**config.mk**
```make
export PLATFORM = sky130hd
export DESIGN_NAME = sorted_set_table
export DESIGN_NICKNAME = d
export VERILOG_FILES = /design/src/sst_pkg.sv /design/src/sorted_set_table.sv /design/src/sst_ctrl.sv /design/src/sst_dpath.sv
export SDC_FILE = /design/constraint.sdc
export NUM_CORES = 2
export LEC_CHECK = 0
export ABC_AREA = 1
export BUFFER_PORTS_ARGS = -buffer_cell sky130_fd_sc_hd__buf_2
export CAP_MARGIN = 20
export CORE_UTILIZATION = 40
export DETAILED_ROUTE_END_ITERATION = 16
export SYNTH_ARGS = -nofsm -noshare
export SYNTH_HDL_FRONTEND = slang
export SYNTH_HIERARCHICAL = 1
export SYNTH_SLANG_ARGS = --single-unit
```
**constraint.sdc**
```tcl
create_clock -name clk -period 9.6 [get_ports clk]
set_clock_uncertainty 0.1 [all_clocks]
set_input_delay 0.96 -clock clk [delete_from_list [all_inputs] [get_ports clk]]
set_output_delay 0.96 -clock clk [all_outputs]
set_load 0.02 [all_outputs]
```
**src/sst_pkg.sv**
```systemverilog
`default_nettype none

package sst_pkg;

    // Request codes carried in the mode field.
    localparam logic [1:0] MODE_INSERT = 2'd0;
    localparam logic [1:0] MODE_REMOVE = 2'd1;
    localparam logic [1:0] MODE_SEARCH = 2'd2;

    // Result status codes.
    localparam logic [1:0] STAT_DONE     = 2'd0;
    localparam logic [1:0] STAT_DUP      = 2'd1;
    localparam logic [1:0] STAT_NOTFOUND = 2'd2;
    localparam logic [1:0] STAT_FULL     = 2'd3;

    typedef struct packed {
        logic        [1:0]  mode;
        logic signed [31:0] value;
    } req_t;

    typedef struct packed {
        logic [1:0] status;
        logic       found;
        logic [4:0] position;
        logic [4:0] count;
    } rsp_t;

    // Controller to datapath commands.
    typedef struct packed {
        logic load;     // capture the request beat
        logic compare;  // register the per-cell compare flags
        logic commit;   // update the table and the result register
    } cmd_t;

    typedef enum logic [1:0] {
        ST_IDLE,
        ST_CMP,
        ST_UPD
    } state_t;

endpackage

`default_nettype wire

```
**src/sorted_set_table.sv**
```systemverilog
`default_nettype none

// Channel  Direction  Handshake             Payload
// req      in         req_valid/req_stall   sst_pkg::req_t  (mode, value)
// rsp      out        rsp_valid/rsp_stall   sst_pkg::rsp_t  (status, found, position, count)
//
// Each request passes through three steps: one to capture the beat, one in which every
// cell compares itself against the value, and one in which the cell chain shifts
// and the result register loads. The next request is taken the cycle after that.
// Reset empties the table by clearing the fill count; cell contents are don't-care.
// A stalled result holds the block in its update cycle until the beat drains.

module sorted_set_table #(
    parameter int DEPTH = 16
) (
    input  wire logic          clk,
    input  wire logic          rst_n,
    input  wire logic          req_valid,
    output logic               req_stall,
    input  wire sst_pkg::req_t req,
    output logic               rsp_valid,
    input  wire logic          rsp_stall,
    output sst_pkg::rsp_t      rsp
);
    import sst_pkg::*;

    cmd_t cmd;

    // The controller sequences capture, compare and commit for each beat and
    // owns the result valid flag.
    sst_ctrl u_ctrl (
        .clk       (clk),
        .rst_n     (rst_n),
        .req_valid (req_valid),
        .req_stall (req_stall),
        .rsp_valid (rsp_valid),
        .rsp_stall (rsp_stall),
        .cmd       (cmd)
    );

    // The datapath holds the sorted cell chain, the fill count and the
    // result register.
    sst_dpath #(
        .DEPTH (DEPTH)
    ) u_dpath (
        .clk   (clk),
        .rst_n (rst_n),
        .cmd   (cmd),
        .req   (req),
        .rsp   (rsp)
    );

endmodule

`default_nettype wire

```
**src/sst_ctrl.sv**
```systemverilog
`default_nettype none

module sst_ctrl (
    input  wire logic          clk,
    input  wire logic          rst_n,
    input  wire logic          req_valid,
    output logic               req_stall,
    output logic               rsp_valid,
    input  wire logic          rsp_stall,
    output sst_pkg::cmd_t      cmd
);
    import sst_pkg::*;

    state_t state_reg;
    state_t state_next;
    logic   rsp_valid_reg;
    logic   rsp_valid_next;
    logic   rsp_free;

    // The result register can take a new beat when empty or when it drains now.
    assign rsp_free = !rsp_valid_reg || !rsp_stall;

    always_comb
    begin
        state_next = state_reg;
        unique case (state_reg)
            ST_IDLE:
            begin
                if (req_valid)
                begin
                    state_next = ST_CMP;
                end
            end
            ST_CMP:
            begin
                state_next = ST_UPD;
            end
            ST_UPD:
            begin
                if (rsp_free)
                begin
                    state_next = ST_IDLE;
                end
            end
            default:
            begin
                state_next = ST_IDLE;
            end
        endcase
    end

    always_comb
    begin
        cmd       = '0;
        req_stall = 1'b1;
        unique case (state_reg)
            ST_IDLE:
            begin
                req_stall = 1'b0;
                cmd.load  = req_valid;
            end
            ST_CMP:
            begin
                cmd.compare = 1'b1;
            end
            ST_UPD:
            begin
                cmd.commit = rsp_free;
            end
            default:
            begin
                req_stall = 1'b1;
            end
        endcase
    end

    always_comb
    begin
        rsp_valid_next = rsp_valid_reg;
        if (rsp_valid_reg && !rsp_stall)
        begin
            rsp_valid_next = 1'b0;
        end
        if (cmd.commit)
        begin
            rsp_valid_next = 1'b1;
        end
    end

    always_ff @(posedge clk or negedge rst_n)
    begin
        if (!rst_n)
        begin
            state_reg     <= ST_IDLE;
            rsp_valid_reg <= 1'b0;
        end
        else
        begin
            state_reg     <= state_next;
            rsp_valid_reg <= rsp_valid_next;
        end
    end

    assign rsp_valid = rsp_valid_reg;

endmodule

`default_nettype wire

```
**src/sst_dpath.sv**
```systemverilog
`default_nettype none

module sst_dpath #(
    parameter int DEPTH = 16
) (
    input  wire logic          clk,
    input  wire logic          rst_n,
    input  wire sst_pkg::cmd_t cmd,
    input  wire sst_pkg::req_t req,
    output sst_pkg::rsp_t      rsp
);
    import sst_pkg::*;

    localparam int IW = $clog2(DEPTH + 1);

    logic        [1:0]      mode_reg;
    logic signed [31:0]     value_reg;
    logic signed [31:0]     cell_reg  [DEPTH];
    logic signed [31:0]     cell_next [DEPTH];
    logic        [IW-1:0]   count_reg;
    logic        [IW-1:0]   count_next;
    logic        [DEPTH-1:0] lt_reg;
    logic        [DEPTH-1:0] eq_reg;
    rsp_t                   rsp_reg;
    rsp_t                   rsp_next;

    logic [DEPTH-1:0] bound;
    logic [IW-1:0]    enc;
    logic [IW-1:0]    idx;
    logic [IW-1:0]    pos;
    logic             found;
    logic             is_ins;
    logic             is_rem;
    logic             do_ins;
    logic             do_rem;
    logic             full;

    // The stored cells are always ascending, so the less-than flags form a
    // prefix; the first cell that is not below the value marks the boundary.
    always_comb
    begin
        bound = '0;
        enc   = '0;
        for (int k = 0; k < DEPTH; k++)
        begin
            if (k == 0)
            begin
                bound[k] = !lt_reg[k];
            end
            else
            begin
                bound[k] = lt_reg[(k == 0) ? 0 : k - 1] && !lt_reg[k];
            end
            if (bound[k])
            begin
                enc = enc | IW'(k);
            end
        end
    end

    assign idx    = (|bound) ? enc : IW'(DEPTH);
    assign pos    = IW'(idx + IW'(1));
    assign found  = |eq_reg;
    assign full   = (count_reg == IW'(DEPTH));
    assign is_ins = (mode_reg == MODE_INSERT);
    assign is_rem = (mode_reg == MODE_REMOVE);
    assign do_ins = is_ins && !found && !full;
    assign do_rem = is_rem && found;

    // Each cell keeps its value, takes the new value, takes a neighbor, or (the last cell on a remove) is cleared.
    always_comb
    begin
        for (int k = 0; k < DEPTH; k++)
        begin
            cell_next[k] = cell_reg[k];
            if (do_ins && !lt_reg[k])
            begin
                if (bound[k] || k == 0)
                begin
                    cell_next[k] = value_reg;
                end
                else
                begin
                    cell_next[k] = cell_reg[(k == 0) ? 0 : k - 1];
                end
            end
            else if (do_rem && !lt_reg[k])
            begin
                if (k == DEPTH - 1)
                begin
                    cell_next[k] = '0;
                end
                else
                begin
                    cell_next[k] = cell_reg[(k == DEPTH - 1) ? k : k + 1];
                end
            end
        end
    end

    always_comb
    begin
        count_next = count_reg;
        if (do_ins)
        begin
            count_next = IW'(count_reg + IW'(1));
        end
        else if (do_rem)
        begin
            count_next = IW'(count_reg - IW'(1));
        end
    end

    always_comb
    begin
        rsp_next.found    = found;
        rsp_next.count    = 5'(count_next);
        rsp_next.position = '0;
        rsp_next.status   = STAT_DONE;
        priority if (is_ins)
        begin
            if (found)
            begin
                rsp_next.status   = STAT_DUP;
                rsp_next.position = 5'(pos);
            end
            else if (full)
            begin
                rsp_next.status = STAT_FULL;
            end
            else
            begin
                rsp_next.position = 5'(pos);
            end
        end
        else if (is_rem)
        begin
            if (!found)
            begin
                rsp_next.status = STAT_NOTFOUND;
            end
        end
        else
        begin
            if (found)
            begin
                rsp_next.position = 5'(pos);
            end
            else
            begin
                rsp_next.status = STAT_NOTFOUND;
            end
        end
    end

    always_ff @(posedge clk or negedge rst_n)
    begin
        if (!rst_n)
        begin
            count_reg <= '0;
        end
        else if (cmd.commit)
        begin
            count_reg <= count_next;
        end
    end

    always_ff @(posedge clk)
    begin
        if (cmd.load)
        begin
            mode_reg  <= req.mode;
            value_reg <= req.value;
        end
        if (cmd.compare)
        begin
            for (int k = 0; k < DEPTH; k++)
            begin
                lt_reg[k] <= (count_reg > IW'(k)) && (cell_reg[k] < value_reg);
                eq_reg[k] <= (count_reg > IW'(k)) && (cell_reg[k] == value_reg);
            end
        end
        if (cmd.commit)
        begin
            for (int k = 0; k < DEPTH; k++)
            begin
                cell_reg[k] <= cell_next[k];
            end
            rsp_reg <= rsp_next;
        end
    end

    assign rsp = rsp_reg;

endmodule

`default_nettype wire
```
==> metrics.yaml <==
status: "complete, but fails checks"
violations: "design-rule violations"
worst_path_max_delay_cell: "nor2_4"
die_w_um: 322.1
synth-seq-cells: 599
synth_xor_area_frac: 0.0008549
root_buffer: "clkbuf_16"
crit_arrival_ns: 3.81
fmax_mhz: 273.9
internal-power_w: 0.005154
syn_inst: 4824
cts_tree: "done"
nNetsFinal: 5322
netSwitchingFraction: 0.3626
yosysSeqAreaShare: 0.4379
ys.warnings.count: 6
syn_area_um2: 40980
layout-drive-gt1-share: 0.05890
slew_viol_final: 0
start_kind: "flop"
first_global_vias: 32520
cp.required_ns: 9.76
gp_congestion: 0.9034
core_um2: 101700
min_path_type: "input port to async pin"
fin_setup_tns_ns: 0
vias_per_cell: 5.521
initial_utilization: 0.4028
drc: 2
cts_buffer_depth: 3
synth_top_flop_cell: "edfxtp_1"
path_clk_slew_ns: 0.06
finalHoldViolations: 0
dr.first_iter.drc_count: 2956
synth_fa_ha_area_frac: 0.1582
slew_headroom: 0.2808
post-cts-setup-buffer-count: 0
power.density_nw_per_um2: 180.6
h-tree-depth: 3
dieArea_um2: 103700
syn_area_per_cell_um2: 8.495
seqPwrFrac: 0.405
async_flop_share: 0.01336
maxCapViolCount: 0
power_w: 0.008087
drt_pass1_iterations: 12
max_stage_delay_ns: 1.04
worst_slew_pin_slew_ns: 1.076
vias: 34170
antenna_found_initial: 3
clkSinkCount: 599
leakage_nw: 18.47
largest_reg_flops: 512
grt_use_total: 0.2416
routed_wl_um: 125600
hold_buffers: 0
period_minus_slack_ns: 3.651
cts-resized-gates: 0
rows: 117
clk_latency_ns: 0.65
final_common_cell: "nand2_1"
synthSimpleGateAreaFrac: 0.2264
areaGrowthSynthToFinish_pct: 9.269
crit_path_max_fanout: 32
grt_pass1_wl_um: 193000
synthDistinctLibCells: 36
final_cell_mix: "nand2_1 (1439), nor2_1 (604), edfxtp_1 (591)"
crit_type: "flop to flop"
fillCellCount: 9950
die_h_um: 322.1
syn_nets: 5380
p_sw_w: 0.002933
synthMuxAreaShare: 0
port-buffer-count: 52
setup_viol: 0
antenna_left: 0
cts_buffers: 73
setup.worst_path.end_class: "flop"
wl_per_cell_um: 20.29
timing.final.crit_share: 0.3803
ir_drop_mv: 0.1718
synth_top_family_by_area: "simple AND/OR/NAND/NOR gates"
synth-compound-area-share: 0.1266
pin_count: 53
num_antenna_cells: 0
grt_overflow: 0
rsz0062_at_grt: "false"
dpl.hpwl_um: 94560
grt_max_degree: 65
crit_top_cell: "nand2_2"
synth_edf_count: 591
worstPathCellList: "inv_1 > ha_1 > nand3_1 > nand2_1 > nor2_8 > inv_8 > nand2_2 > nand2_2 > nor2_4"
p_clk_frac: 0.327
p_comb_frac: 0.268
-- power by group through the flow --
stage,registers [W],clock network [W],logic [W]
floorplan,0.00320,0,0.00145
global placement,0.00332,0,0.00209
detailed placement,0.00332,0,0.00213
CTS,0.00327,0.00269,0.00214
global route,0.00329,0.00277,0.00243
finish,0.00328,0.00264,0.00217
-- Yosys cell counts (11+ instances only) --
library cell	instances	area [µm²]
nand2_1	1440	5405
nand3_1	130	650.6
a31oi_1	436	2728
inv_1	210	788.3
clkbuf_1	180	675.7
o21ai_0	120	600.6
nor3_1	22	110.1
nand4_1	26	162.7
o211ai_1	14	105.1
o21a_1	30	225.2
nor4_1	29	181.4
buf_6	17	191.4
ha_1	518	6481
a21oi_1	290	1451
and3_1	11	68.82
buf_2	63	315.3
edfxtp_1	591	17750
nor2_1	632	2372
-- area by class of cell --
class / instances / area (µm²) / area share
multi-input combinational: 3743 / 21140 / 0.4722
sequential: 599 / 17950 / 0.4008
clock buffer: 100 / 1981 / 0.04423
tap: 1368 / 1712 / 0.03822
timing repair buffer: 133 / 965.9 / 0.02157
inverter: 216 / 818.3 / 0.01827
clock inverter: 31 / 212.7 / 0.004750
-- worst max-delay path: cells and delay by family (launching register included) --
family,cells,cell delay (ns)
buffers and inverters,2,0.26
adders and majority gates,1,0.26
DFF,1,0.45
and+or+nand+nor,6,2.14
-- final timing paths --
path                                       endpoint                  from  depth (start not counted)  slack, ns
min                            u_dpath/count_reg[2]                 rst_n                          1        0.1
min in group clk              u_dpath/value_reg[25]               req[25]                          1       0.38
min reg2reg                     u_ctrl/state_reg[1]   u_ctrl/state_reg[0]                          3       0.42
max in group asynchronous      u_dpath/count_reg[1]                 rst_n                          1       9.05
max                        u_dpath/cell_reg[0][100]  u_dpath/count_reg[0]                          9       5.95
max reg2reg                u_dpath/cell_reg[0][100]  u_dpath/count_reg[0]                          9       5.95
-- per-stage QoR --
stage | hold WS [ns] | worst slack (ns) | cell area (µm²) | instances | utilization
6_report | 0.09926 | 5.949 | 44780 | 6190 | 0.4401
3_5_place_dp | 0.4193 | 5.772 | 42500 | 6055 | 0.4177
3_3_place_gp | 0.4044 | 5.780 | 42440 | 6053 | 0.4172
5_1_grt | 0.1004 | 5.764 | 44780 | 6190 | 0.4401
2_1_floorplan | 0.3812 | 5.788 | 40980 | 4824 | -
4_1_cts | 0.06763 | 5.862 | 44690 | 6186 | 0.4393
-- kinds of logic after synthesis --
logic type / Yosys count
AOI/OAI and AO/OA: 901
DFF: 599
and+or+nand+nor: 2320
adders and majority gates: 518
buffers and inverters: 482
xor gates and xnor gates: 4
-- routing by layer --
metal	up-vias	global-route usage	part of all wire
li1	16790	-	-
met4	2	0.06646	0.024
met1	16000	0.3368	0.45
met2	1222	0.3915	0.45
met3	164	0.03188	0.069
met5	-	0	0.00010
(Power assumes the default switching activity.)
